## src/design/i2j_ram.sv

```systemverilog
// Generic single-port-write, single-port-read RAM with registered read data.
`timescale 1ns / 1ps

module i2j_ram #(
   parameter int unsigned WIDTH = 8,
   parameter int unsigned DEPTH = 256
) (
   input  logic                     clock,
   input  logic                     we,
   input  logic [$clog2(DEPTH)-1:0] waddr,
   input  logic [WIDTH-1:0]         wdata,
   input  logic                     re,
   input  logic [$clog2(DEPTH)-1:0] raddr,
   output logic [WIDTH-1:0]         rdata
);

   logic [WIDTH-1:0] mem [DEPTH];
   logic [WIDTH-1:0] rdata_ff;

   // Write and registered read; a read of the entry being written returns old data.
   always_ff @(posedge clock) begin
      if (we) begin
         mem[waddr] <= wdata;
      end
      if (re) begin
         rdata_ff <= mem[raddr];
      end
   end

   assign rdata = rdata_ff;

endmodule

```

## config.mk

```make
export PLATFORM = sky130hd
export DESIGN_NAME = i2j_ram
export DESIGN_NICKNAME = d
export VERILOG_FILES = /design/src/design/i2j_ram.sv
export SDC_FILE = /design/constraint.sdc
export NUM_CORES = 2
export LEC_CHECK = 0
export ABC_AREA = 1
export BUFFER_PORTS_ARGS = -buffer_cell sky130_fd_sc_hd__clkbuf_2
export CAP_MARGIN = 0
export CORE_UTILIZATION = 60
export CTS_CLUSTER_SIZE = 14
export DETAILED_ROUTE_END_ITERATION = 10
export PLACE_DENSITY_LB_ADDON = 0.15
export SYNTH_ARGS = -nofsm -noshare
export SYNTH_HDL_FRONTEND = slang
export SYNTH_SLANG_ARGS = --single-unit
```

## constraint.sdc

```tcl
create_clock -name clock -period 2.06 [get_ports clock]
set_input_delay 0.206 -clock clock [delete_from_list [all_inputs] [get_ports clock]]
set_output_delay 0.206 -clock clock [all_outputs]
set_load 0.005 [all_outputs]
```

==> metrics.txt <==
total CTS buffers 200; TritonCTS Sinks 2056; Post-Synth XOR/XNOR Area 0; Vias/cell 6.136; CTS Root Cell clkbuf_16; PwrDens 901.9 mW/mm²; met1 Usage GRT 0.4691; Final ANT Viol Nets 0; std cell rows 136; GP Congestion 0.9167; first-pass GRT wire length 344.8 mm; layout cells sized above 1 0.1293; initial antenna violation count 8; HPWL after detailed placement 145.4 mm; IO Count 35; clk_skew 22.54 ps; Die W 375.0 µm; Worst setup SP type flop; Reg2Reg Depth 10; period utilisation layout 0.9697; run status complete, no violations; core area 0.1378 mm²; Worst EP arrival 2590 ps; Final setup viols 0; Max VDD drop 0.6344 mV; drt wl/cell 24.94 µm; Area Growth Syn to Fin 15.87%; compound-cell area share of the yosys netlist 0; Starting Density 0.6056; largest family of logic cells by synthesized area simple AND/OR/NAND/NOR gates; port bufs 34; met2 Usage GRT 0.5079; unrepaired setup endpoints after global routing no; CP Capture Type flop; post-synthesis mux area share 0; max-cap viol count 0; die footprint 0.1406 mm²; CTS Buffer Depth 3; largest net degree at the start of global routing 92; Remaining Overflow, GRT 0; worst-skew pair later-pin latency 830 ps; Yosys cell types 13; Final Max Slew Viols 0; via count 57660; syn avg cell area 11.92 µm²; drt total wl 234.4 mm; vias in the first global route 54610; hold path cells 6; Pre-Repair DR Iteration Count 6; Pwr Total 87.23 mW; Hold Fails Final Rpt 0; Peak Freq 500.6 MHz; Post-CTS Repair Setup Buffers 0; post-synthesis simple-gate area fraction 0.2292; synth top area cells edfxtp_1, nand3_1, nand2_1, buf_2, nor2_1; YS warnings 0; register area share after synthesis 0.7396; area leader, netlist edfxtp_1; DRC Markers 0; GR Layer Usage met3 0.07746; syn_nets 7030; WS Path Type flop to flop; WP data required 2650 ps; die span in y 375.0 µm; H-Tree Depth 4; CTS clk-pin slew, worst paths 60 ps; Slew @ Worst Pin 1057 ps; Synth Register Bits 2056; Post-Synthesis Cells 7003; min-delay worst type input pin to flop; Netlist Area Pre-Place 0.08348 mm²; GRT Total Usage 0.3330; gr busiest metal met2; CP Max Fanout 1; Slew HR 0.2943; leak pwr 34.90 nW; post-synth top area share 0.7396; TritonCTS clock tree yes; utilization after layout 0.7017; Final min period 1998 ps; Final nets 7458; initial drt markers 8420; Post-Synth Adder-Cell Area 0
==> worst paths after layout <==
path | startpoint | endpoint | slack [ps]
worst max-delay path | mem[95][1] | rdata[1] | 60
worst min-delay path | raddr[6] | rdata[4] | 300
worst max register to register | mem[95][1] | rdata[1] | 60
worst min register to register | mem[224][0] | rdata[0] | 1110
==> state kept, by name, summed over array words and instances (netlist names) <==
register  cells
mem        2048
rdata         8
==> repair_timing <==
action	in CTS	in global routing
hold buffers	10	0
setup endpoints to repair	0	4
endpoints found under the hold margin	835	0
gates resized for setup	0	6
==> placed cells by master (no fill, tap or decap), types with 2 or more instances in the layout <==
master,synthesis,routed
buf_12,0,142
buf_4,46,525
buf_8,1,11
bufinv_16,0,12
clkbuf_1,112,55
clkbuf_16,0,206
clkbuf_2,0,21
clkinv_1,0,43
clkinv_2,0,40
clkinv_8,0,3
clkinvlp_4,0,5
diode_2,0,3
dlygate4sd3_1,0,10
edfxtp_1,2056,2056
inv_1,36,34
inv_6,0,6
inv_8,0,2
nand2_1,2123,2123
nand3_1,2019,2013
nand3_2,0,6
nor2_1,283,283
==> report_power, final <==
group,switching [mW],internal (mW)
combinational,4.21,1.80
sequential,0.0562,46.1
clock,15.3,19.8
==> final cells by class <==
class                           instances  area, µm²
Inverter                               39      180.2
Timing Repair Buffer                  709       7154
Sequential cell                      2056      61740
Clock buffer                          261       5361
Clock inverter                        110      869.6
Tap cell                             1794       2245
Multi-Input combinational cell       4425      19170
Fill cell                            9422      41110
Antenna cell                            3      7.507
==> kinds of logic (layout without fill, tap and decap cells) <==
logic type | after synthesis | after routing
AND/OR/NAND/NOR | 4425 | 4425
flip-flops | 2056 | 2056
buffers and inverters | 522 | 1119
other | 0 | 3
==> worst max-delay path, stage by stage, from the launching register on <==
cell	delay, ps
edfxtp_1	370
nand2_1	80
nand3_1	80
nand3_1	110
nand3_1	160
nand3_1	190
nand3_1	320
nand3_1	180
nand2_1	100
nand2_1	80
nand2_1	60
==> metrics by stage <==
| step | worst slack, ps | setup TNS, ps | std cells | cell area, µm² | hold WS (ps) |
|---|---|---|---|---|---|
| floorplan | 362.5 | 0 | 7003 | 83480 | 304.9 |
| global placement | -648.5 | -4643 | 9013 | 90350 | 544.9 |
| detailed placement | -642.3 | -4384 | 9013 | 90350 | 545.7 |
| CTS | 51.95 | 0 | 9394 | 96690 | 220.9 |
| global route | 7.700 | 0 | 9394 | 96720 | 235.3 |
| finish | 62.44 | 0 | 9397 | 96720 | 296.7 |
==> layer usage <==
| metal | wire (µm) | vias to the layer above |
|---|---|---|
| met5 | 27 | - |
| met2 | 107300 | 3424 |
| met3 | 27950 | 579 |
| li1 | - | 25740 |
| met1 | 89950 | 27910 |
| met4 | 9133 | 4 |
==> cell usage after synthesis, drive strengths merged <==
master     n
buf      371
clkbuf   112
edfxtp  2056
inv       39
nand2   2123
nand3   2019
nor2     283
Power figures use the tool's default switching activity.
