<file path="config.mk">
export PLATFORM = sky130hd
export DESIGN_NAME = i2j_parse
export DESIGN_NICKNAME = d
export VERILOG_FILES = /design/src/design/i2j_pkg.sv /design/src/design/i2j_parse.sv
export SDC_FILE = /design/constraint.sdc
export NUM_CORES = 1
export LEC_CHECK = 0
export BUFFER_PORTS_ARGS = -buffer_cell sky130_fd_sc_hd__buf_2
export CAP_MARGIN = 20
export CORE_MARGIN = 3
export CORE_UTILIZATION = 35
export DETAILED_ROUTE_END_ITERATION = 8
export PLACE_DENSITY = 0.63
export SLEW_MARGIN = 30
export SYNTH_ARGS = -nofsm -noshare
export SYNTH_HDL_FRONTEND = slang
export SYNTH_SLANG_ARGS = --single-unit
</file>
<file path="constraint.sdc">
create_clock -name clock -period 5.6 [get_ports clock]
set_input_delay 1.12 -clock clock [delete_from_list [all_inputs] [get_ports clock]]
set_output_delay 1.12 -clock clock [all_outputs]
set_load 0.005 [all_outputs]
</file>
<file path="src/design/i2j_pkg.sv">
// Shared types, codes and constants of the ISO-2022-JP decoder.
`timescale 1ns / 1ps

package i2j_pkg;

   // Field widths
   localparam int unsigned BYTE_W     = 8;
   localparam int unsigned RUNE_W     = 16;
   localparam int unsigned IDX_W      = 14;
   localparam int unsigned LIMIT_W    = 15;
   localparam int unsigned CMD_W      = 2;
   localparam int unsigned CSR_ADDR_W = 2;
   localparam int unsigned CSR_DATA_W = 16;
   localparam int unsigned TBL_W      = RUNE_W + 1;

   // Default table depth and register reset values
   localparam int unsigned TABLE_DEPTH_DEF = 16384;
   localparam logic [RUNE_W-1:0]  BAD_RUNE_RST = 16'hFFFD;
   localparam logic [LIMIT_W-1:0] LIMIT_RST    = 15'd9596;

   // Register indexes of the configuration port
   localparam logic [CSR_ADDR_W-1:0] CSR_BAD_RUNE = 2'd0;
   localparam logic [CSR_ADDR_W-1:0] CSR_DROP     = 2'd1;
   localparam logic [CSR_ADDR_W-1:0] CSR_LIMIT    = 2'd2;

   // Commands carried by an input transfer
   typedef enum logic [CMD_W-1:0] {
      CMD_DATA = 2'd0,
      CMD_EOS  = 2'd1,
      CMD_LOAD = 2'd2
   } cmd_type;

   // Parser phases
   typedef enum logic [4:0] {
      PH_IDLE       = 5'b00001,
      PH_ESC        = 5'b00010,
      PH_ESC_DOLLAR = 5'b00100,
      PH_ESC_PAREN  = 5'b01000,
      PH_SECOND     = 5'b10000
   } phase_type;

   // Characters of the escape sequences and the Roman set
   localparam logic [BYTE_W-1:0] ESC_CH    = 8'h1B;
   localparam logic [BYTE_W-1:0] DOLLAR_CH = 8'h24;
   localparam logic [BYTE_W-1:0] PAREN_CH  = 8'h28;
   localparam logic [BYTE_W-1:0] AT_CH     = 8'h40;
   localparam logic [BYTE_W-1:0] B_CH      = 8'h42;
   localparam logic [BYTE_W-1:0] H_CH      = 8'h48;
   localparam logic [BYTE_W-1:0] J_CH      = 8'h4A;
   localparam logic [BYTE_W-1:0] BSL_CH    = 8'h5C;
   localparam logic [BYTE_W-1:0] TILDE_CH  = 8'h7E;
   localparam logic [RUNE_W-1:0] YEN_RUNE    = 16'h00A5;
   localparam logic [RUNE_W-1:0] MACRON_RUNE = 16'h00AF;

   // Kuten index arithmetic
   localparam logic [BYTE_W-1:0] EOS_TRAIL  = 8'h21;
   localparam int unsigned       KUTEN_ROW  = 100;
   localparam int unsigned       KUTEN_BASE = 3232;

   // One decoded input item on its way to the output stage
   typedef struct packed {
      logic [1:0]             cnt;      // fixed results held in runes
      logic [2:0][RUNE_W-1:0] runes;    // fixed results, first in slot 0
      logic                   lookup;   // single result taken from the table
      logic                   pre_bad;  // index is unmapped before the table read
   } item_type;

endpackage

</file>
<file path="src/design/i2j_parse.sv">
// Escape and byte-pair parser: holds the decoder modes and decodes one input item.
`timescale 1ns / 1ps

module i2j_parse
   import i2j_pkg::*;
#(
   parameter int unsigned TABLE_DEPTH = TABLE_DEPTH_DEF
) (
   input  logic               clock,
   input  logic               reset,
   input  logic               accept,
   input  cmd_type            cmd,
   input  logic [BYTE_W-1:0]  byte_in,
   input  logic [LIMIT_W-1:0] index_limit,
   output item_type           item,
   output logic [IDX_W-1:0]   lookup_idx
);

   phase_type         phase_ff, phase_in;
   logic              dbl_ff, dbl_in;
   logic              roman_ff, roman_in;
   logic [BYTE_W-1:0] lead_ff, lead_in;

   logic              is_data, is_eos;
   logic              idle_emit, idle_lead;
   logic [RUNE_W-1:0] idle_rune;
   phase_type         idle_phase;
   logic [BYTE_W-1:0] trail;
   logic [IDX_W-1:0]  kuten_sum;
   logic              below_base;

   assign is_data = (cmd == CMD_DATA);
   assign is_eos  = (cmd == CMD_EOS);

   // What the byte does when taken in the idle phase (also after a failed prefix).
   always_comb begin
      idle_emit  = 1'b0;
      idle_lead  = 1'b0;
      idle_rune  = {{(RUNE_W-BYTE_W){1'b0}}, byte_in};
      idle_phase = PH_IDLE;
      if (is_data) begin
         if (byte_in == ESC_CH) begin
            idle_phase = PH_ESC;
         end else if (!dbl_ff && !byte_in[BYTE_W-1]) begin
            idle_emit = 1'b1;
            if (roman_ff && byte_in == BSL_CH) begin
               idle_rune = YEN_RUNE;
            end else if (roman_ff && byte_in == TILDE_CH) begin
               idle_rune = MACRON_RUNE;
            end
         end else begin
            idle_phase = PH_SECOND;
            idle_lead  = 1'b1;
         end
      end
   end

   // Kuten index of the lead byte and the trail (end of stream supplies a filler trail).
   assign trail = is_eos ? (EOS_TRAIL | {lead_ff[BYTE_W-1], {(BYTE_W-1){1'b0}}}) : byte_in;
   assign kuten_sum = ({{(IDX_W-7){1'b0}}, lead_ff[6:0]} * IDX_W'(KUTEN_ROW))
                    + {{(IDX_W-7){1'b0}}, trail[6:0]};
   assign below_base = (kuten_sum < IDX_W'(KUTEN_BASE));
   assign lookup_idx = kuten_sum - IDX_W'(KUTEN_BASE);

   // Phase transitions and the results each item causes.
   always_comb begin
      item     = '0;
      phase_in = phase_ff;
      dbl_in   = dbl_ff;
      roman_in = roman_ff;
      lead_in  = lead_ff;
      if (is_data || is_eos) begin
         unique case (phase_ff) inside
            PH_ESC: begin
               if (is_data && byte_in == DOLLAR_CH) begin
                  phase_in = PH_ESC_DOLLAR;
               end else if (is_data && byte_in == PAREN_CH) begin
                  phase_in = PH_ESC_PAREN;
               end else begin
                  item.runes[0] = {{(RUNE_W-BYTE_W){1'b0}}, ESC_CH};
                  item.runes[1] = idle_rune;
                  item.cnt      = 2'd1 + {1'b0, idle_emit};
                  phase_in      = idle_phase;
                  if (idle_lead) begin
                     lead_in = byte_in;
                  end
               end
            end
            PH_ESC_DOLLAR, PH_ESC_PAREN: begin
               if (phase_ff == PH_ESC_DOLLAR && is_data
                   && (byte_in == AT_CH || byte_in == B_CH)) begin
                  dbl_in   = 1'b1;
                  phase_in = PH_IDLE;
               end else if (phase_ff == PH_ESC_PAREN && is_data
                            && (byte_in == J_CH || byte_in == H_CH || byte_in == B_CH)) begin
                  roman_in = (byte_in == J_CH);
                  dbl_in   = 1'b0;
                  phase_in = PH_IDLE;
               end else begin
                  item.runes[0] = {{(RUNE_W-BYTE_W){1'b0}}, ESC_CH};
                  item.runes[1] = {{(RUNE_W-BYTE_W){1'b0}},
                                   (phase_ff == PH_ESC_DOLLAR) ? DOLLAR_CH : PAREN_CH};
                  item.runes[2] = idle_rune;
                  item.cnt      = 2'd2 + {1'b0, idle_emit};
                  phase_in      = idle_phase;
                  if (idle_lead) begin
                     lead_in = byte_in;
                  end
               end
            end
            PH_SECOND: begin
               if (lead_ff[BYTE_W-1] != trail[BYTE_W-1]) begin
                  // Lead and trail disagree in the high bit: the lead goes out raw.
                  item.runes[0] = {{(RUNE_W-BYTE_W){1'b0}}, lead_ff};
                  item.runes[1] = idle_rune;
                  item.cnt      = 2'd1 + {1'b0, idle_emit};
                  phase_in      = idle_phase;
                  if (idle_lead) begin
                     lead_in = byte_in;
                  end
               end else begin
                  item.lookup  = 1'b1;
                  item.pre_bad = below_base
                               || ({1'b0, lookup_idx} >= index_limit)
                               || ({1'b0, lookup_idx} >= LIMIT_W'(TABLE_DEPTH));
                  phase_in     = PH_IDLE;
               end
            end
            PH_IDLE: begin
               item.runes[0] = idle_rune;
               item.cnt      = {1'b0, idle_emit};
               phase_in      = idle_phase;
               if (idle_lead) begin
                  lead_in = byte_in;
               end
            end
            default: begin
               phase_in = PH_IDLE;
            end
         endcase
      end
   end

   // Mode registers advance on every accepted item.
   always_ff @(posedge clock) begin
      if (reset) begin
         phase_ff <= PH_IDLE;
         dbl_ff   <= 1'b0;
         roman_ff <= 1'b0;
         lead_ff  <= '0;
      end else if (accept) begin
         phase_ff <= phase_in;
         dbl_ff   <= dbl_in;
         roman_ff <= roman_in;
         lead_ff  <= lead_in;
      end
   end

endmodule

</file>
==> impl_metrics.py <==
metrics = {
    "status": {
        "status": "complete, but fails checks",
        "violations": "setup timing",
    },
    "sta": {
        "layout_setup_ws_ps": -30.5,
        "finalCritPeriodShare_pct": 101,
        "fin_crit_ps": 5630,
        "slew_headroom_pct": 51.3,
        "hold_viol_final": 0,
        "fmax_ghz": 0.178,
        "finalMaxSlewViolations": 0,
        "rsz0062_at_grt": "yes",
        "worst_pin_slew_ps": 723,
        "finalSetupViolations": 1,
        "finClkSkew_ps": 5.41,
    },
    "floorplan": {
        "start_util_pct": 36.6,
        "coreArea_um2": 8340,
        "die_y_um": 99.4,
        "die_w_um": 99.4,
        "io_pins": 94,
        "num_rows": 33,
        "dieArea_um2": 9880,
    },
    "placement": {
        "port_buffers": 69,
        "dpl_cell_area_um2": 3640,
        "gp_congestion": 0.966,
        "dp_hpwl_um": 7220,
    },
    "worst_setup_path": {
        "max_stage_delay_ps": 560,
        "cp-end-kind": "output port",
        "rrSetupSlack_ps": 3420,
        "crit_chain": "ha_4, ha_4, fa_1, ha_4, a21oi_1, a21oi_2, nor4b_4, a211oi_2, or2_1, a31oi_2, xnor2_2, ha_1, nand3_2, a2111oi_4, buf_4, a2bb2oi_2, a21boi_1, buf_2",
        "crit_path_top_delay_cell": "fa_1",
        "cp-start-kind": "register",
        "arrival_ps": 4510,
        "worstReg2RegEnd": "lead_ff[3]",
        "reg2reg_depth": 8,
        "reg2reg_from": "phase_ff[3]",
        "crit_fanout": 5,
        "crit_type": "register to output port",
        "cp_common_cell": "ha_4",
        "cp_data_required_time_ps": 4480,
    },
    "clock_tree": {
        "htreeDepth": 1,
        "cts_root_buffer": "clkbuf_8",
        "clk_pin_slew_ps": 70,
        "clock_latency_ps": 250,
        "cts_buffers": 3,
        "cts.path.max_buffers": 2,
        "cts_sinks": 15,
        "cts_tree": "built",
    },
    "finish": {
        "finalNetCount": 575,
        "syn_to_final_growth_pct": 33.3,
        "antenna_cells": 0,
        "drive_gt1_share_pct": 37.7,
        "final_area_um2": 4070,
        "fillCellCount": 788,
    },
    "route": {
        "viasPerCell": 5.20,
        "dr_total_vias": 3125,
        "wl_um": 8780,
        "detail_route.drc_violations": 0,
        "drt-initial-drc-count": 179,
        "detail-route-antenna-nets": 0,
        "drtPass1Iterations": 5,
        "wl_per_cell_um": 14.6,
    },
    "pwr": {
        "pwr-share-seq_pct": 25.0,
        "p_comb_share_pct": 54.3,
        "p_switching_uw": 166,
        "finalPower_uw": 443,
        "powerDensity_nw_per_um2": 109,
        "p_leak_uw": 0.00209,
        "vdd_drop_max_mv": 0.0893,
        "p_int_uw": 276,
        "clockPowerShare_pct": 20.7,
        "sw_frac_of_total_pct": 37.6,
    },
    "synthesis": {
        "syn_area_um2": 3050,
        "synth_top_area_cell": "ha_1",
        "seq_area_frac_synth_pct": 9.83,
        "ys_top_cells_by_count": "nor2_1 (50), ha_1 (47), inv_1 (26), buf_4 (25), a21oi_1 (23)",
        "ys_ff_latch": 15,
        "synth_top_area_share_pct": 19.3,
        "synth_cells": 394,
        "synth_edf_count": 0,
        "async_reset_ff_share_pct": 0,
        "synth-warning-count": 0,
        "synth.most_common_cell": "nor2_1",
        "syn_avg_cell_area_um2": 7.75,
        "synth_area_leaders": "ha_1 (19%), dfxtp_1 (9.8%), buf_4 (6.1%)",
        "synthFlopType": "dfxtp_1",
        "synth.distinct_cells": 69,
    },
    "global_route": {
        "grt_pass1_vias": 3024,
        "grt_pass1_wl_um": 14200,
        "grt_max_degree": 16,
        "grt_overflow": 0,
        "grt_usage_pct": 17.1,
        "antenna_found_initial": 0,
    },
    "run": {
        "drv_cap": 0,
    },
    "min_path": {
        "holdPathEnd": "roman_ff",
        "hold_depth": 2,
        "worstHoldStart": "roman_ff",
        "hold_path_class": "register to register",
    },
}
-- cells in the final DEF, fill, tap and decap left out, drive strengths merged, types with 2 or more instances in the layout --
master / n
buf: 115
nor2: 51
ha: 47
inv: 26
a21oi: 26
conb: 24
nand2: 19
dfxtp: 15
xnor2: 13
mux2i: 12
o21ai: 11
nand3: 10
or2: 9
xor2: 8
a21o: 7
and2: 7
nand2b: 7
nor3: 7
nand4: 6
nor2b: 5
and3: 5
a32oi: 4
a22oi: 4
o21bai: 4
a31oi: 4
nor4b: 4
and4: 3
o2111ai: 3
o21a: 3
clkbuf: 3
a21boi: 3
fa: 3
nor4: 3
and3b: 2
or3: 2
or4: 2
nor3b: 2
a211oi: 2
nand3b: 2
nand4b: 2
-- routing by layer --
layer	GRT usage [%]	part of all wire, %
met5	0	0
met3	3.16	7.6
met4	2.10	0.22
met2	28.1	47
met1	24.1	46
-- what timing repair did --
action	4_1_cts	5_1_grt
pin swaps	26	35
endpoints found under the setup margin	1	1
setup buffers	6	3
endpoints found under the hold margin	0	0
hold buffers	0	0
gates resized for setup	19	43
-- state kept, by name, summed over array words and instances (netlist names) --
name and cells:
roman_ff 1, dbl_ff 1, lead_ff 8, phase_ff 5
-- critical path: cells and delay by family, from the launching register on --
family	cells	cell delay, ps
fa+ha+maj	5	1580
flops	1	360
xor+xnor	1	100
compound gates	7	1240
buf+inv	2	290
simple gates	3	700
-- metrics by stage --
| stage | setup slack (ps) | TNS [ps] | instances | hold slack, ps | util, % |
|---|---|---|---|---|---|
| after floorplan | 51.4 | 0 | 417 | 461 | - |
| after global placement | -166 | -166 | 588 | 497 | 43.6 |
| after detailed placement | -310 | -310 | 588 | 512 | 43.6 |
| after CTS | -88.7 | -88.7 | 598 | 532 | 45.8 |
| after global routing | -239 | -239 | 601 | 578 | 48.8 |
| final | -30.5 | -30.5 | 601 | 531 | 48.8 |
-- power groups by stage --
stage          sequential [uW]  combinational, uW  clock (uW)
5_1_grt                    111                265        97.4
3_5_place_dp               113                203           0
6_report                   111                240        91.8
3_3_place_gp               113                198           0
4_1_cts                    110                223        92.7
2_1_floorplan              113                134           0
-- worst max path at each step --
stage / slack (ps) / to / cells past startpoint / start
2_1_floorplan: 50 / item[0] / 20 / cmd[1]
5_1_grt: -240 / item[0] / 19 / cmd[1]
3_5_place_dp: -310 / item[0] / 20 / cmd[1]
6_report: -30 / item[0] / 18 / lead_ff[2]
4_1_cts: -90 / item[0] / 21 / cmd[1]
3_3_place_gp: -170 / item[0] / 20 / cmd[1]
-- logic make-up (layout without fill, tap and decap cells) --
| family | after synthesis | after routing | synth area share, % |
|---|---|---|---|
| flip-flops | 15 | 15 | 9.83 |
| AO/OA/AOI/OAI | 80 | 80 | 17.7 |
| other | 1 | 24 | 0.123 |
| multiplexers | 12 | 12 | 3.93 |
| adder cells (fa/ha/maj) | 50 | 50 | 21.2 |
| XOR/XNOR | 21 | 21 | 6.02 |
| buffers and inverters | 66 | 145 | 12.2 |
| AND/OR/NAND/NOR | 149 | 149 | 28.9 |
-- final cells by class --
| class | count | area [um^2] | area share [%] |
|---|---|---|---|
| Clock buffer | 3 | 41.3 | 1.01 |
| Clock inverter | 1 | 5.00 | 0.123 |
| Inverter | 26 | 97.6 | 2.40 |
| Multi-Input combinational cell | 336 | 2790 | 68.5 |
| Sequential cell | 15 | 309 | 7.59 |
| Tap cell | 105 | 131 | 3.23 |
| Timing Repair Buffer | 115 | 697 | 17.1 |
No activity file was read; power rests on OpenSTA's default activity.
