==> config.mk <==
export PLATFORM = sky130hd
export DESIGN_NAME = i2j_emit
export DESIGN_NICKNAME = d
export VERILOG_FILES = /design/src/design/i2j_pkg.sv /design/src/design/i2j_emit.sv
export SDC_FILE = /design/constraint.sdc
export NUM_CORES = 1
export LEC_CHECK = 0
export BUFFER_PORTS_ARGS = -buffer_cell sky130_fd_sc_hd__buf_2
export CAP_MARGIN = 20
export CORE_ASPECT_RATIO = 1.5
export CORE_MARGIN = 5
export CORE_UTILIZATION = 53
export DETAILED_ROUTE_END_ITERATION = 10
export PLACE_DENSITY = 0.95
export REMOVE_ABC_BUFFERS = 1
export SYNTH_ARGS = -nofsm -noshare
export SYNTH_HDL_FRONTEND = slang
export SYNTH_SLANG_ARGS = --single-unit
export TNS_END_PERCENT = 50
==> constraint.sdc <==
create_clock -name clock -period 6.6 [get_ports clock]
set_clock_uncertainty 0.2 [all_clocks]
set_input_delay 1.32 -clock clock [delete_from_list [all_inputs] [get_ports clock]]
set_output_delay 1.32 -clock clock [all_outputs]
set_load 0.02 [all_outputs]
==> src/design/i2j_pkg.sv <==
// Shared types, codes and constants of the ISO-2022-JP decoder.
`timescale 1ns / 1ps

package i2j_pkg;

   // Field widths
   localparam int unsigned BYTE_W     = 8;
   localparam int unsigned RUNE_W     = 16;
   localparam int unsigned IDX_W      = 14;
   localparam int unsigned LIMIT_W    = 15;
   localparam int unsigned CMD_W      = 2;
   localparam int unsigned CSR_ADDR_W = 2;
   localparam int unsigned CSR_DATA_W = 16;
   localparam int unsigned TBL_W      = RUNE_W + 1;

   // Default table depth and register reset values
   localparam int unsigned TABLE_DEPTH_DEF = 16384;
   localparam logic [RUNE_W-1:0]  BAD_RUNE_RST = 16'hFFFD;
   localparam logic [LIMIT_W-1:0] LIMIT_RST    = 15'd9596;

   // Register indexes of the configuration port
   localparam logic [CSR_ADDR_W-1:0] CSR_BAD_RUNE = 2'd0;
   localparam logic [CSR_ADDR_W-1:0] CSR_DROP     = 2'd1;
   localparam logic [CSR_ADDR_W-1:0] CSR_LIMIT    = 2'd2;

   // Commands carried by an input transfer
   typedef enum logic [CMD_W-1:0] {
      CMD_DATA = 2'd0,
      CMD_EOS  = 2'd1,
      CMD_LOAD = 2'd2
   } cmd_type;

   // Parser phases
   typedef enum logic [4:0] {
      PH_IDLE       = 5'b00001,
      PH_ESC        = 5'b00010,
      PH_ESC_DOLLAR = 5'b00100,
      PH_ESC_PAREN  = 5'b01000,
      PH_SECOND     = 5'b10000
   } phase_type;

   // Characters of the escape sequences and the Roman set
   localparam logic [BYTE_W-1:0] ESC_CH    = 8'h1B;
   localparam logic [BYTE_W-1:0] DOLLAR_CH = 8'h24;
   localparam logic [BYTE_W-1:0] PAREN_CH  = 8'h28;
   localparam logic [BYTE_W-1:0] AT_CH     = 8'h40;
   localparam logic [BYTE_W-1:0] B_CH      = 8'h42;
   localparam logic [BYTE_W-1:0] H_CH      = 8'h48;
   localparam logic [BYTE_W-1:0] J_CH      = 8'h4A;
   localparam logic [BYTE_W-1:0] BSL_CH    = 8'h5C;
   localparam logic [BYTE_W-1:0] TILDE_CH  = 8'h7E;
   localparam logic [RUNE_W-1:0] YEN_RUNE    = 16'h00A5;
   localparam logic [RUNE_W-1:0] MACRON_RUNE = 16'h00AF;

   // Kuten index arithmetic
   localparam logic [BYTE_W-1:0] EOS_TRAIL  = 8'h21;
   localparam int unsigned       KUTEN_ROW  = 100;
   localparam int unsigned       KUTEN_BASE = 3232;

   // One decoded input item on its way to the output stage
   typedef struct packed {
      logic [1:0]             cnt;      // fixed results held in runes
      logic [2:0][RUNE_W-1:0] runes;    // fixed results, first in slot 0
      logic                   lookup;   // single result taken from the table
      logic                   pre_bad;  // index is unmapped before the table read
   } item_type;

endpackage

==> src/design/i2j_emit.sv <==
// Output stage: resolves the table read and sends an item's results one per transfer.
`timescale 1ns / 1ps

module i2j_emit
   import i2j_pkg::*;
(
   input  logic              clock,
   input  logic              reset,
   input  logic              load,
   input  item_type          item_in,
   input  logic [TBL_W-1:0]  tbl_rdata,
   input  logic [RUNE_W-1:0] bad_rune,
   input  logic              drop_unmapped,
   output logic              free,
   output logic              rsp_tvalid,
   input  logic              rsp_tready,
   output logic [RUNE_W-1:0] rsp_tdata,   // rune
   output logic              rsp_tuser,   // substituted
   output logic              rsp_tlast
);

   logic              s1_valid_ff;
   item_type          s1_item_ff;
   logic [1:0]        s1_pos_ff;
   logic              rsp_valid_ff;
   logic [RUNE_W-1:0] rsp_rune_ff;
   logic              rsp_sub_ff;
   logic              rsp_last_ff;

   logic              unmapped;
   logic [1:0]        total;
   logic [RUNE_W-1:0] cur_rune;
   logic              cur_sub;
   logic              rsp_free, has_more, fire, is_final;

   // Result count and current result; a table item yields its entry or the replacement.
   always_comb begin
      unmapped = s1_item_ff.pre_bad || !tbl_rdata[RUNE_W];
      cur_sub  = 1'b0;
      if (s1_item_ff.lookup) begin
         total    = (unmapped && drop_unmapped) ? 2'd0 : 2'd1;
         cur_rune = unmapped ? bad_rune : tbl_rdata[RUNE_W-1:0];
         cur_sub  = unmapped;
      end else begin
         total = s1_item_ff.cnt;
         case (s1_pos_ff)
            2'd0:    cur_rune = s1_item_ff.runes[0];
            2'd1:    cur_rune = s1_item_ff.runes[1];
            default: cur_rune = s1_item_ff.runes[2];
         endcase
      end
   end

   assign rsp_free = !rsp_valid_ff || rsp_tready;
   assign has_more = s1_valid_ff && (s1_pos_ff < total);
   assign fire     = has_more && rsp_free;
   assign is_final = (s1_pos_ff == total - 2'd1);
   assign free     = !has_more || (fire && is_final);

   // Control state of the holding stage and the output register.
   always_ff @(posedge clock) begin
      if (reset) begin
         s1_valid_ff  <= 1'b0;
         s1_pos_ff    <= '0;
         rsp_valid_ff <= 1'b0;
      end else begin
         if (load) begin
            s1_valid_ff <= 1'b1;
            s1_pos_ff   <= '0;
         end else if (free) begin
            s1_valid_ff <= 1'b0;
         end else if (fire) begin
            s1_pos_ff <= s1_pos_ff + 2'd1;
         end
         if (fire) begin
            rsp_valid_ff <= 1'b1;
         end else if (rsp_tready) begin
            rsp_valid_ff <= 1'b0;
         end
      end
   end

   // Payload registers.
   always_ff @(posedge clock) begin
      if (load) begin
         s1_item_ff <= item_in;
      end
      if (fire) begin
         rsp_rune_ff <= cur_rune;
         rsp_sub_ff  <= cur_sub;
         rsp_last_ff <= is_final;
      end
   end

   assign rsp_tvalid = rsp_valid_ff;
   assign rsp_tdata  = rsp_rune_ff;
   assign rsp_tuser  = rsp_sub_ff;
   assign rsp_tlast  = rsp_last_ff;

   // The result pointer never runs past the item's result count.
   a_pos_bound: assert property (@(posedge clock) disable iff (reset)
      s1_valid_ff |-> (s1_pos_ff <= total))
      else $error("result pointer beyond result count");

   // A new item is taken only once the held item has sent its last result.
   a_load_free: assert property (@(posedge clock) disable iff (reset)
      load |-> free)
      else $error("item loaded over unfinished results");

endmodule

==> summary.md, run 1 <==
| Metric | Value |
|---|---|
| Outcome | finished, final reports clean |
| Seq/Total Area, Yosys | 72.8% |
| Post-DP Area | 3590 µm² |
| Largest net degree at the start of global routing | 55 |
| Vias in the first global route | 2138 |
| Die X | 71.4 µm |
| Slew @ Worst Pin | 0.734 ns |
| Ranking of synthesized cells by area | edfxtp_1, a22o_1, a211oi_1, nand2_1, a31oi_1 |
| Die Height | 102 µm |
| Reg2reg end | s1_pos_ff[0] |
| Multi-input logic area | 753 µm² |
| Post-route ant nets | 0 |
| Clock sinks | 74 |
| Area grow syn2layout | 29.5% |
| N_diodes | 0 |
| Worst setup EP type | primary output |
| # IOs | 110 |
| WS Path Type | primary input to primary output |
| Fin crit share | 64.4% |
| Vias | 2088 |
| Number of setup buffers added after CTS | 0 |
| CORE AREA | 5490 µm² |
| CP required | 5.08 ns |
| Crit path DAT | 2.73 ns |
| Layout cells sized above 1 | 40.9% |
| Worst setup path endpoint | free |
| Yosys reg bits | 74 |
| # DRC | 0 |
| Synth warn | 0 |
| Cts-stage hold buffer count | 0 |
| Worst-path cell chain | buf_2, nand2b_4, a31oi_2, ha_1, nor2b_1, nor3b_1, o31ai_2, buf_2 |
| Hold Vio Cnt, Final | 0 |
| Max-Cap Viols | 0 |
| Pwr per Cell Area | 282 nW/µm² |
| Initial DRC count | 136 |
| Hold WC Path Type | flip-flop to flip-flop |
| DRT Wirelength | 6720 µm |
| Crit path top cell by count | buf_2 |
| Initial antenna violation count | 0 |
| Gr usage total | 19.2% |
| WL/cell | 17.2 µm |
| Max-slew violation count | 0 |
| Synth area leader | edfxtp_1 |
| First-pass GRT wire length | 10300 µm |
| Top-area cell type share of the netlist area | 70.1% |
| PortBufs | 109 |
| Fin nets | 409 |
| Unique masters post-synth | 32 |
| Reg area | 2180 µm² |
| Grt total ovfl | 0 |
| Post-Syn Instances | 204 |
| Setup slack, reg-to-reg | 3.89 ns |
| Fin area | 3880 µm² |
| CTS resizes | 0 |
| Initial Util | 54.6% |
| Critical R2R Launch | s1_item_ff[1] |
| Startpoint class of the critical path | primary input |
| TritonCTS clock tree | built |
| # H-tree levels | 3 |
| Final Setup Violations | 0 |
| Syn Std Cell Area | 3000 µm² |
| Placed insts | 371 |
| Worst r2r path cells | 10 |
| TNS Setup | 0 ns |
| Worst setup path startpoint | tbl_rdata[16] |
| Max Fclk | 235 MHz |
| DRT Pass-1 Iters | 4 |
| Total CTS buffers | 9 |
| GPL Wtd Cong | 0.823 |
| Normalized max-slew margin | 51.1% |
| Crit-path max cell delay | 0.30 ns |
| Clock latency on the worst-skew pair | 0.34 ns |
| Die ar. | 7290 µm² |
| Clock transition at path regs | 0.07 ns |
| Syn_area_per_cell | 14.7 µm² |
| CTS Buffer Depth | 2 |
| Vias per inst | 5.35 |
| Filler cell count | 378 |
| RSZ-0062 raised after global routing | no |
| Row cnt | 33 |
| Max stage delay cell, worst path | nor3b_1 |
| VDD IR-drop max | 260 µV |
| Root Buffer | clkbuf_8 |
| Fin cells | 390 |
| Leakage | 1.56 nW |
| Final min period | 4.25 ns |
| Critical path peak fanout | 20 |
| Detail Placement HPWL | 4800 µm |
-- per-layer routing --
metal | GRT usage [%] | vias up | part of all wire (%)
met3 | 5.51 | 17 | 7.3
met4 | 8.97 | 0 | 3.1
met2 | 34.0 | 93 | 55
met5 | 0 | - | 0
li1 | - | 1012 | -
met1 | 21.1 | 966 | 34
-- cells in the final DEF (no fill, tap or decap), types with 2 or more instances in the layout --
cell type    n
nor2b_1      2
ha_1         4
dfxtp_1      4
buf_2      109
xnor2_1      2
o21ai_0      2
bufinv_16    3
edfxtp_1    70
a211oi_1    16
a31oi_1     16
nor2_1       6
nand2_1     32
a22o_1      16
a21boi_1     2
clkbuf_8     9
inv_1        4
clkinv_1     2
-- logic make-up after synthesis --
| kind of cell | Yosys count | share of synthesized area (%) |
|---|---|---|
| AO/OA/AOI/OAI | 59 | 14.9 |
| XOR/XNOR | 2 | 0.584 |
| adder cells (fa/ha/maj) | 4 | 1.67 |
| buffers and inverters | 17 | 2.42 |
| flip-flops | 74 | 72.8 |
| AND/OR/NAND/NOR | 48 | 7.63 |
-- sequential cells by signal, indices dropped and copies added (netlist names) --
register     flops
rsp_tdata       16
rsp_tlast        1
rsp_tuser        1
rsp_tvalid       1
s1_item_ff      52
s1_pos_ff        2
s1_valid_ff      1
-- worst min-delay path by stage --
stage,endpoint,startpoint,slack (ns),cells after the start
2_1_floorplan,s1_pos_ff[0],s1_pos_ff[0],0.27,2
3_3_place_gp,s1_pos_ff[0],s1_pos_ff[0],0.29,2
3_5_place_dp,s1_pos_ff[0],s1_pos_ff[0],0.31,2
4_1_cts,s1_pos_ff[0],s1_pos_ff[0],0.32,2
5_1_grt,s1_pos_ff[0],s1_pos_ff[0],0.38,2
6_report,s1_pos_ff[0],s1_pos_ff[0],0.32,2
-- report_power, final --
group	switching (W)	total (W)	internal [W]	leakage (nW)
Clock	0.000153	0.000402	0.000249	0.112
Combinational	0.0000684	0.000126	0.0000575	0.737
Sequential	0.0000116	0.000569	0.000557	0.708
Total	0.000233	0.00110	0.000863	1.56
-- cells in the mapped netlist --
| cell | count |
|---|---|
| nor2b_1 | 2 |
| inv_1 | 4 |
| a21oi_1 | 1 |
| o21ai_0 | 2 |
| a31oi_2 | 1 |
| nor2_1 | 6 |
| xnor2_1 | 2 |
| a21boi_1 | 2 |
| edfxtp_1 | 70 |
| a22o_1 | 16 |
| or3_1 | 1 |
| o211a_1 | 1 |
| nand2b_1 | 1 |
| and2_1 | 1 |
| and2b_1 | 1 |
| clkbuf_1 | 9 |
| a31oi_1 | 16 |
| dfxtp_1 | 4 |
| nand2b_4 | 1 |
| and3_4 | 1 |
| buf_2 | 1 |
| o21ai_1 | 1 |
| o31ai_2 | 1 |
| nand2_1 | 32 |
| buf_1 | 2 |
| a311o_1 | 1 |
| ha_1 | 4 |
| nor4b_2 | 1 |
| nor3b_1 | 1 |
| buf_6 | 1 |
| o211ai_1 | 1 |
| a211oi_1 | 16 |
-- worst max-delay path: cells and delay by family --
kind	cells	cell delay, ns
AOI/OAI and AO/OA	2	0.40
and+or+nand+nor	3	0.54
adders and majority gates	1	0.18
buffers and inverters	2	0.30
-- final cells by class --
type                    count  area share (%)
flip-flops and latches     74            56.2
multi-input cells         113            19.4
repair buffers            113            15.8
clock buffers              10            3.29
clock inverters             6            2.71
well taps                  70            2.26
inverters                   4           0.387
-- per-stage QoR --
| stage | utilization [%] | setup WS (ns) | total power [W] | hold WS [ns] |
|---|---|---|---|---|
| after floorplan | - | 2.59 | 0.000641 | 0.274 |
| after global placement | 65.4 | 2.40 | 0.000695 | 0.291 |
| after detailed placement | 65.4 | 2.35 | 0.000701 | 0.307 |
| after CTS | 69.6 | 2.28 | 0.00110 | 0.316 |
| after global routing | 70.7 | 2.20 | 0.00114 | 0.376 |
| final | 70.7 | 2.35 | 0.00110 | 0.319 |
Power figures use the tool's default switching activity.
==> run 2: changes to the inputs <==
--- a/config.mk
+++ b/config.mk
@@ -9,9 +9,9 @@
 export CAP_MARGIN = 20
 export CORE_ASPECT_RATIO = 1.5
 export CORE_MARGIN = 5
-export CORE_UTILIZATION = 53
+export CORE_UTILIZATION = 44
 export DETAILED_ROUTE_END_ITERATION = 10
-export PLACE_DENSITY = 0.95
+export PLACE_DENSITY = 0.85
 export REMOVE_ABC_BUFFERS = 1
 export SYNTH_ARGS = -nofsm -noshare
 export SYNTH_HDL_FRONTEND = slang
==> constraint.sdc (replaced) <==
create_clock -name clock -period 3.8 [get_ports clock]
set_clock_uncertainty 0.2 [all_clocks]
set_input_delay 0.76 -clock clock [delete_from_list [all_inputs] [get_ports clock]]
set_output_delay 0.76 -clock clock [all_outputs]
set_load 0.02 [all_outputs]
==> run 2 against run 1 <==
Utilization decreased by 14 points. Setup slack got worse by 1.8 ns. Sequential power increased by 73%. Worst hold slack improved by 0.0062 ns. Highest routed layer unchanged. Register-to-register slack got worse by 2.7 ns. Critical endpoint unchanged.
==> summary.md, run 2 (synthesis results as in run 1) <==
| Metric | Value |
|---|---|
| Hold WC Path Type | flip-flop to flip-flop (unchanged) |
| PortBufs | 109 (unchanged) |
| Filler cell count | 549 (was 378) |
| Critical path peak fanout | 31 (was 20) |
| Normalized max-slew margin | 49.0% (was 51.1%) |
| Most frequent cells in the layout | buf_2, edfxtp_1, nand2_1 (unchanged) |
| CTS resizes | 0 (unchanged) |
| Gr usage total | 16.2% (was 19.2%) |
| Initial antenna violation count | 0 (unchanged) |
| Vias in the first global route | 2282 (was 2138) |
| CP required | 2.84 ns (was 5.08 ns) |
| Post-route ant nets | 0 (unchanged) |
| Root Buffer | clkbuf_8 (unchanged) |
| Fin crit share | 84.8% |
| Slew @ Worst Pin | 0.764 ns (was 0.734 ns) |
| Critical R2R Launch | s1_item_ff[1] (unchanged) |
| Leakage | 1.54 nW (was 1.56 nW) |
| Die ar. | 8600 µm² (was 7290 µm²) |
| Max Fclk | 310 MHz |
| CORE AREA | 6760 µm² (was 5490 µm²) |
| Layout cells sized above 1 | 40.9% (unchanged) |
| TNS Setup | 0 ns (unchanged) |
| DRT Wirelength | 6920 µm (was 6720 µm) |
| Row cnt | 37 (was 33) |
| Initial DRC count | 139 (was 136) |
| Detail Placement HPWL | 4960 µm (was 4800 µm) |
| Reg2reg end | s1_pos_ff[0] (unchanged) |
| Total CTS buffers | 9 (unchanged) |
| Worst setup path startpoint | s1_item_ff[1] (was tbl_rdata[16]) |
| # IOs | 110 (unchanged) |
| Worst r2r path cells | 8 (was 10) |
| Worst setup EP type | primary output (unchanged) |
| RSZ-0062 raised after global routing | no (unchanged) |
| Reg area | 2180 µm² (unchanged) |
| Setup slack, reg-to-reg | 1.15 ns (was 3.89 ns) |
| Fin nets | 409 (unchanged) |
| Max-Cap Viols | 0 (unchanged) |
| Pwr per Cell Area | 477 nW/µm² (was 282 nW/µm²) |
| # DRC | 0 (unchanged) |
| Multi-input logic area | 753 µm² (unchanged) |
| N_diodes | 0 (unchanged) |
| Vias per inst | 5.36 (was 5.35) |
| Die X | 77.4 µm (was 71.4 µm) |
| Clock transition at path regs | 0.07 ns (about the same) |
| Worst setup path endpoint | free (unchanged) |
| Final Setup Violations | 0 (unchanged) |
| Clock sinks | 74 (unchanged) |
| Die Height | 111 µm (was 102 µm) |
| Cts-stage hold buffer count | 0 (unchanged) |
| CTS Buffer Depth | 2 (unchanged) |
| Initial Util | 44.4% (was 54.6%) |
| Outcome | finished, final reports clean (unchanged) |
| Largest register FFs | 52 (unchanged) |
| VDD IR-drop max | 408 µV (was 260 µV) |
| First-pass GRT wire length | 10600 µm (was 10300 µm) |
| # H-tree levels | 3 (unchanged) |
| Most common cell after layout, fill and taps aside | buf_2 (unchanged) |
| Hold Vio Cnt, Final | 0 (unchanged) |
| TritonCTS clock tree | built (unchanged) |
| Final min period | 3.22 ns |
| Max-slew violation count | 0 (unchanged) |
| Area grow syn2layout | 28.2% (was 29.5%) |
| WS Path Type | flip-flop to primary output (was primary input to primary output) |
| GPL Wtd Cong | 0.796 (was 0.823) |
| Grt total ovfl | 0 (unchanged) |
| Clock latency on the worst-skew pair | 0.34 ns (about the same) |
| Biggest register | s1_item_ff (unchanged) |
| Number of setup buffers added after CTS | 0 (unchanged) |
| WL/cell | 17.4 µm (was 17.2 µm) |
| Crit path DAT | 2.26 ns (was 2.73 ns) |
| Largest net degree at the start of global routing | 55 (unchanged) |
| Total power | 0.00183 W (was 0.00110 W) |
| Vias | 2135 (was 2088) |
| Startpoint class of the critical path | flip-flop (was primary input) |
| DRT Pass-1 Iters | 4 (unchanged) |
## run 2: per-layer routing
layer	vias up	global-route usage [%]	routed length, µm
met5	-	0	0
met2	92	29.1	3850
li1	1018	-	-
met4	0	7.45	172
met3	12	5.85	493
met1	1013	16.2	2400
## run 2: area by class of cell
class,instances,share of cell area (%)
clock buffer,9,3.22
clock inverter,7,2.18
inverter,4,0.391
multi-input combinational,113,19.6
sequential,74,56.8
tap,78,2.54
timing repair buffer,113,15.3
## run 2: worst min-delay path by stage
stage,from,endpoint,slack (ns),cells after the start
after detailed placement,s1_pos_ff[0],s1_pos_ff[0],0.32,2
final,s1_pos_ff[0],s1_pos_ff[0],0.32,2
after CTS,s1_pos_ff[0],s1_pos_ff[0],0.33,2
after floorplan,s1_pos_ff[0],s1_pos_ff[0],0.27,2
after global placement,s1_pos_ff[0],s1_pos_ff[0],0.29,2
after global routing,item_in[11],s1_item_ff[11],0.35,1
## run 2: where the power goes
part	switching, W	internal, W	leakage (nW)
logic	0.000122	0.0000963	0.728
clock network	0.000268	0.000361	0.102
registers	0.0000195	0.000967	0.708
## run 2: metrics by stage
stage	cell area (µm²)	worst slack [ns]	cells	hold WS (ns)	util, %
5_1_grt	3840	0.420	398	0.354	56.9
2_1_floorplan	2940	0.184	191	0.274	-
3_3_place_gp	3620	0.738	381	0.295	53.5
6_report	3840	0.577	398	0.325	56.9
4_1_cts	3820	0.549	397	0.329	56.6
3_5_place_dp	3620	0.664	381	0.316	53.5
## run 2: critical path, stage by stage (launching register included)
cell and delay (ns):
edfxtp_1 0.49, buf_4 0.37, a31oi_2 0.17, ha_1 0.37, o31ai_2 0.30, buf_2 0.21
==> run 3: changes to the inputs <==
--- a/config.mk
+++ b/config.mk
@@ -5,6 +5,7 @@
 export SDC_FILE = /design/constraint.sdc
 export NUM_CORES = 1
 export LEC_CHECK = 0
+export ABC_AREA = 1
 export BUFFER_PORTS_ARGS = -buffer_cell sky130_fd_sc_hd__buf_2
 export CAP_MARGIN = 20
 export CORE_ASPECT_RATIO = 1.5
==> constraint.sdc (replaced) <==
create_clock -name clock -period 2.7 [get_ports clock]
set_clock_uncertainty 0.2 [all_clocks]
set_input_delay 0.54 -clock clock [delete_from_list [all_inputs] [get_ports clock]]
set_output_delay 0.54 -clock clock [all_outputs]
set_load 0.02 [all_outputs]
==> run 3 against run 2 <==
Critical path depth is 3 higher. Total power rose by 44%. Largest cell class unchanged. Utilization grew 2.7 points. Count of clock-buffer cells in the layout grew 2.
==> summary.md, run 3 <==
| Metric | Value |
|---|---|
| Row cnt | 36 (was 37) |
| Top-area cell type share of the netlist area | 70.1% (about the same) |
| Crit path DAT | 1.86 ns (was 2.26 ns) |
| Root Buffer | clkbuf_8 (unchanged) |
| Vias in the first global route | 2387 (was 2282) |
| Initial DRC count | 131 (was 139) |
| Critical R2R Launch | s1_item_ff[1] (unchanged) |
| Die X | 77.4 µm (about the same) |
| Die ar. | 8590 µm² (was 8600 µm²) |
| Post-route ant nets | 0 (unchanged) |
| DRT Pass-1 Iters | 4 (unchanged) |
| Synth async-reset ratio | 0% (unchanged) |
| CTS Buffer Depth | 2 (unchanged) |
| Vias per inst | 5.36 (about the same) |
| Vias | 2253 (was 2135) |
| # IOs | 110 (unchanged) |
| Setup slack, reg-to-reg | 0.55 ns (was 1.15 ns) |
| Outcome | finished, final reports clean (unchanged) |
| Reg2reg end | s1_pos_ff[1] (was s1_pos_ff[0]) |
| # H-tree levels | 3 (unchanged) |
| Startpoint class of the critical path | flip-flop (unchanged) |
| GPL Wtd Cong | 0.836 (was 0.796) |
| Most frequent cells in the layout | buf_2, edfxtp_1, nand2_1, nand3_1 (was buf_2, edfxtp_1, nand2_1) |
| Mux share of post-synthesis cell area | 0% (unchanged) |
| Synth warn | 0 (unchanged) |
| Synth area leader | edfxtp_1 (unchanged) |
| Gr usage total | 16.8% (was 16.2%) |
| Filler cell count | 532 (was 549) |
| Most common cell after layout, fill and taps aside | buf_2 (unchanged) |
| Min Hold Slack | 0.178 ns (was 0.325 ns) |
| Ranking of synthesized cells by area | edfxtp_1, nand2_1, a221oi_1, a32oi_1, nand3_1 (was edfxtp_1, a22o_1, a211oi_1, nand2_1, a31oi_1) |
| WL/cell | 17.0 µm (was 17.4 µm) |
| CP required | 1.96 ns (was 2.84 ns) |
| Hold WC Path Type | primary input to flip-flop (was flip-flop to flip-flop) |
| Max-slew violation count | 0 (unchanged) |
| Max Fclk | 384 MHz |
| Yosys reg bits | 74 (unchanged) |
| # DRC | 0 (unchanged) |
| Critical path depth | 8 (was 5) |
| Placed insts | 401 (was 381) |
| GR Layer Usage met3 | 3.74% (was 5.85%) |
| Fin nets | 433 (was 409) |
| PortBufs | 109 (unchanged) |
| Leakage | 1.62 nW (was 1.54 nW) |
| WP buf/inv | 3 (was 2) |
| Largest net degree at the start of global routing | 31 (was 55) |
| Post-synth EDFFs | 70 (unchanged) |
| Detail Placement HPWL | 5230 µm (was 4960 µm) |
| TritonCTS clock tree | built (unchanged) |
| Layout cells sized above 1 | 43.0% (was 40.9%) |
| Crit path top cell by count | nand2_2 |
| Post-Syn Instances | 219 (was 204) |
| Critical path peak fanout | 4 (was 31) |
| Slew @ Worst Pin | 0.589 ns (was 0.764 ns) |
| Final min period | 2.60 ns |
| Syn Std Cell Area | 3000 µm² (about the same) |
| Post-Synth Adder-Cell Area | 1.67% (about the same) |
| Top delay family on crit path | simple AND/OR/NAND/NOR gates (was buffers and inverters) |
| Clock transition at path regs | 0.07 ns (about the same) |
| Commonest cells post-synth | edfxtp_1, nand2_1, nand3_1 (was edfxtp_1, nand2_1, a211oi_1, a22o_1, a31oi_1) |
| Worst setup path endpoint | free (unchanged) |
| Synth Area in Compound Gates | 10.1% (was 14.9%) |
| Worst setup path startpoint | s1_item_ff[1] (unchanged) |
| Worst-path cell chain | or2_4, nand2_2, inv_1, ha_1, inv_2, nand3_1, nand2_2, buf_4 (was buf_4, a31oi_2, ha_1, o31ai_2, buf_2) |
| Hold Vio Cnt, Final | 0 (unchanged) |
| Clock sinks | 74 (unchanged) |
| Max stage delay cell, worst path | edfxtp_1 (unchanged) |
| Max-Cap Viols | 0 (unchanged) |
| Fin cells | 420 (was 398) |
| Biggest register | s1_item_ff (unchanged) |
| Final Setup Violations | 0 (unchanged) |
| Busiest grt layer | met2 (unchanged) |
| Most common cell in the netlist | edfxtp_1 (unchanged) |
| Syn_area_per_cell | 13.7 µm² (was 14.7 µm²) |
| Largest register FFs | 52 (unchanged) |
| WS Path Type | flip-flop to primary output (unchanged) |
| Normalized max-slew margin | 60.7% (was 49.0%) |
| Clock latency on the worst-skew pair | 0.33 ns (was 0.34 ns) |
| Crit-path max cell delay | 0.46 ns (was 0.49 ns) |
| Total CTS buffers | 9 (unchanged) |
| Post-synthesis xor/xnor area fraction | 0% (was 0.584%) |
| N_diodes | 0 (unchanged) |
| VDD IR-drop max | 482 µV (was 408 µV) |
| Seq/Total Area, Yosys | 72.8% (about the same) |
| Unique masters post-synth | 19 (was 32) |
| Fin crit share | 96.4% |
| Worst setup EP type | primary output (unchanged) |
| Area grow syn2layout | 30.6% (was 28.2%) |
| Largest family of logic cells by synthesized area | simple AND/OR/NAND/NOR gates (was compound AO/OA/AOI/OAI gates) |
| M1 GR Usage | 18.0% (was 16.2%) |
| Die Height | 111 µm (about the same) |
| Initial Util | 45.6% (was 44.4%) |
| Pwr per Cell Area | 675 nW/µm² (was 477 nW/µm²) |
| Synth Area in Simple Gates | 11.1% (was 7.63%) |
| Grt total ovfl | 0 (unchanged) |
| Initial antenna violation count | 0 (unchanged) |
| DRT Wirelength | 7150 µm (was 6920 µm) |
| Synth Flop Type | edfxtp_1 (unchanged) |
| Worst r2r path cells | 11 (was 8) |
| Grt met2 use | 30.1% (was 29.1%) |
| CORE AREA | 6580 µm² (was 6760 µm²) |
| First-pass GRT wire length | 11100 µm (was 10600 µm) |
==> run 3: layout make-up <==
cell class                 count  area [µm²]  share of cell area (%)
clock buffer                  11         141                    3.61
clock inverter                 5        77.6                    1.98
sequential                    74        2180                    55.7
multi-input combinational    115         693                    17.7
tap                           76        95.1                    2.43
timing repair buffer         121         658                    16.8
inverter                      18        67.6                    1.73
==> run 3: repair_timing <==
item	in CTS	in global routing
hold buffers	0	0
setup buffers	0	3
gates resized for setup	0	5
setup endpoints to repair	0	1
==> run 3: worst min-delay path by stage <==
stage,end,startpoint,cells past startpoint,slack [ns]
final,s1_item_ff[10],item_in[10],1,0.18
after global routing,s1_item_ff[51],item_in[51],1,0.15
after CTS,s1_item_ff[51],item_in[51],1,0.15
after detailed placement,s1_pos_ff[1],s1_pos_ff[1],2,0.35
after global placement,s1_pos_ff[0],s1_pos_ff[0],2,0.32
after floorplan,s1_pos_ff[0],s1_pos_ff[0],2,0.30
==> run 3: metal layers <==
metal / up-vias / share of wire (%)
met2: 88 / 57
met3: 15 / 6.3
met4: 0 / 2.0
met1: 1080 / 35
li1: 1070 / -
met5: - / 0
==> run 3: logic make-up (layout without fill, tap and decap cells) <==
logic type / after synthesis / count (layout)
adders and majority gates: 4 / 4
and+or+nand+nor: 75 / 75
AOI/OAI and AO/OA: 36 / 36
DFF: 74 / 74
buffers and inverters: 30 / 155
==> run 3: power by group <==
| group | leakage, nW | switching, W | internal [W] | total, W |
|---|---|---|---|---|
| registers | 0.708 | 0.0000268 | 0.00136 | 0.00139 |
| clock network | 0.109 | 0.000374 | 0.000543 | 0.000917 |
| logic | 0.798 | 0.000196 | 0.000138 | 0.000334 |
| total | 1.62 | 0.000597 | 0.00205 | 0.00264 |
==> run 3: metrics by stage <==
stage               util, %  worst slack (ns)  cell area (µm²)  setup TNS, ns  total power (W)
floorplan                 -            -0.257             2940          -5.11          0.00157
detailed placement     55.7             0.286             3660              0          0.00174
global placement       55.7             0.317             3660              0          0.00173
global route           59.5           -0.0279             3920        -0.0279          0.00276
CTS                    59.0           0.00897             3880              0          0.00266
finish                 59.5            0.0973             3920              0          0.00264
==> run 3: worst reg2reg max path, stage by stage, from the launching register on <==
cell and delay [ns]:
edfxtp_1 0.46, buf_6 0.19, inv_2 0.07, nand2_2 0.05, ha_1 0.28, nand2_1 0.07, nand2_1 0.09, nor2_2 0.09
buf_4 0.30, nand3_1 0.13, nand2_1 0.09, nor2_1 0.04
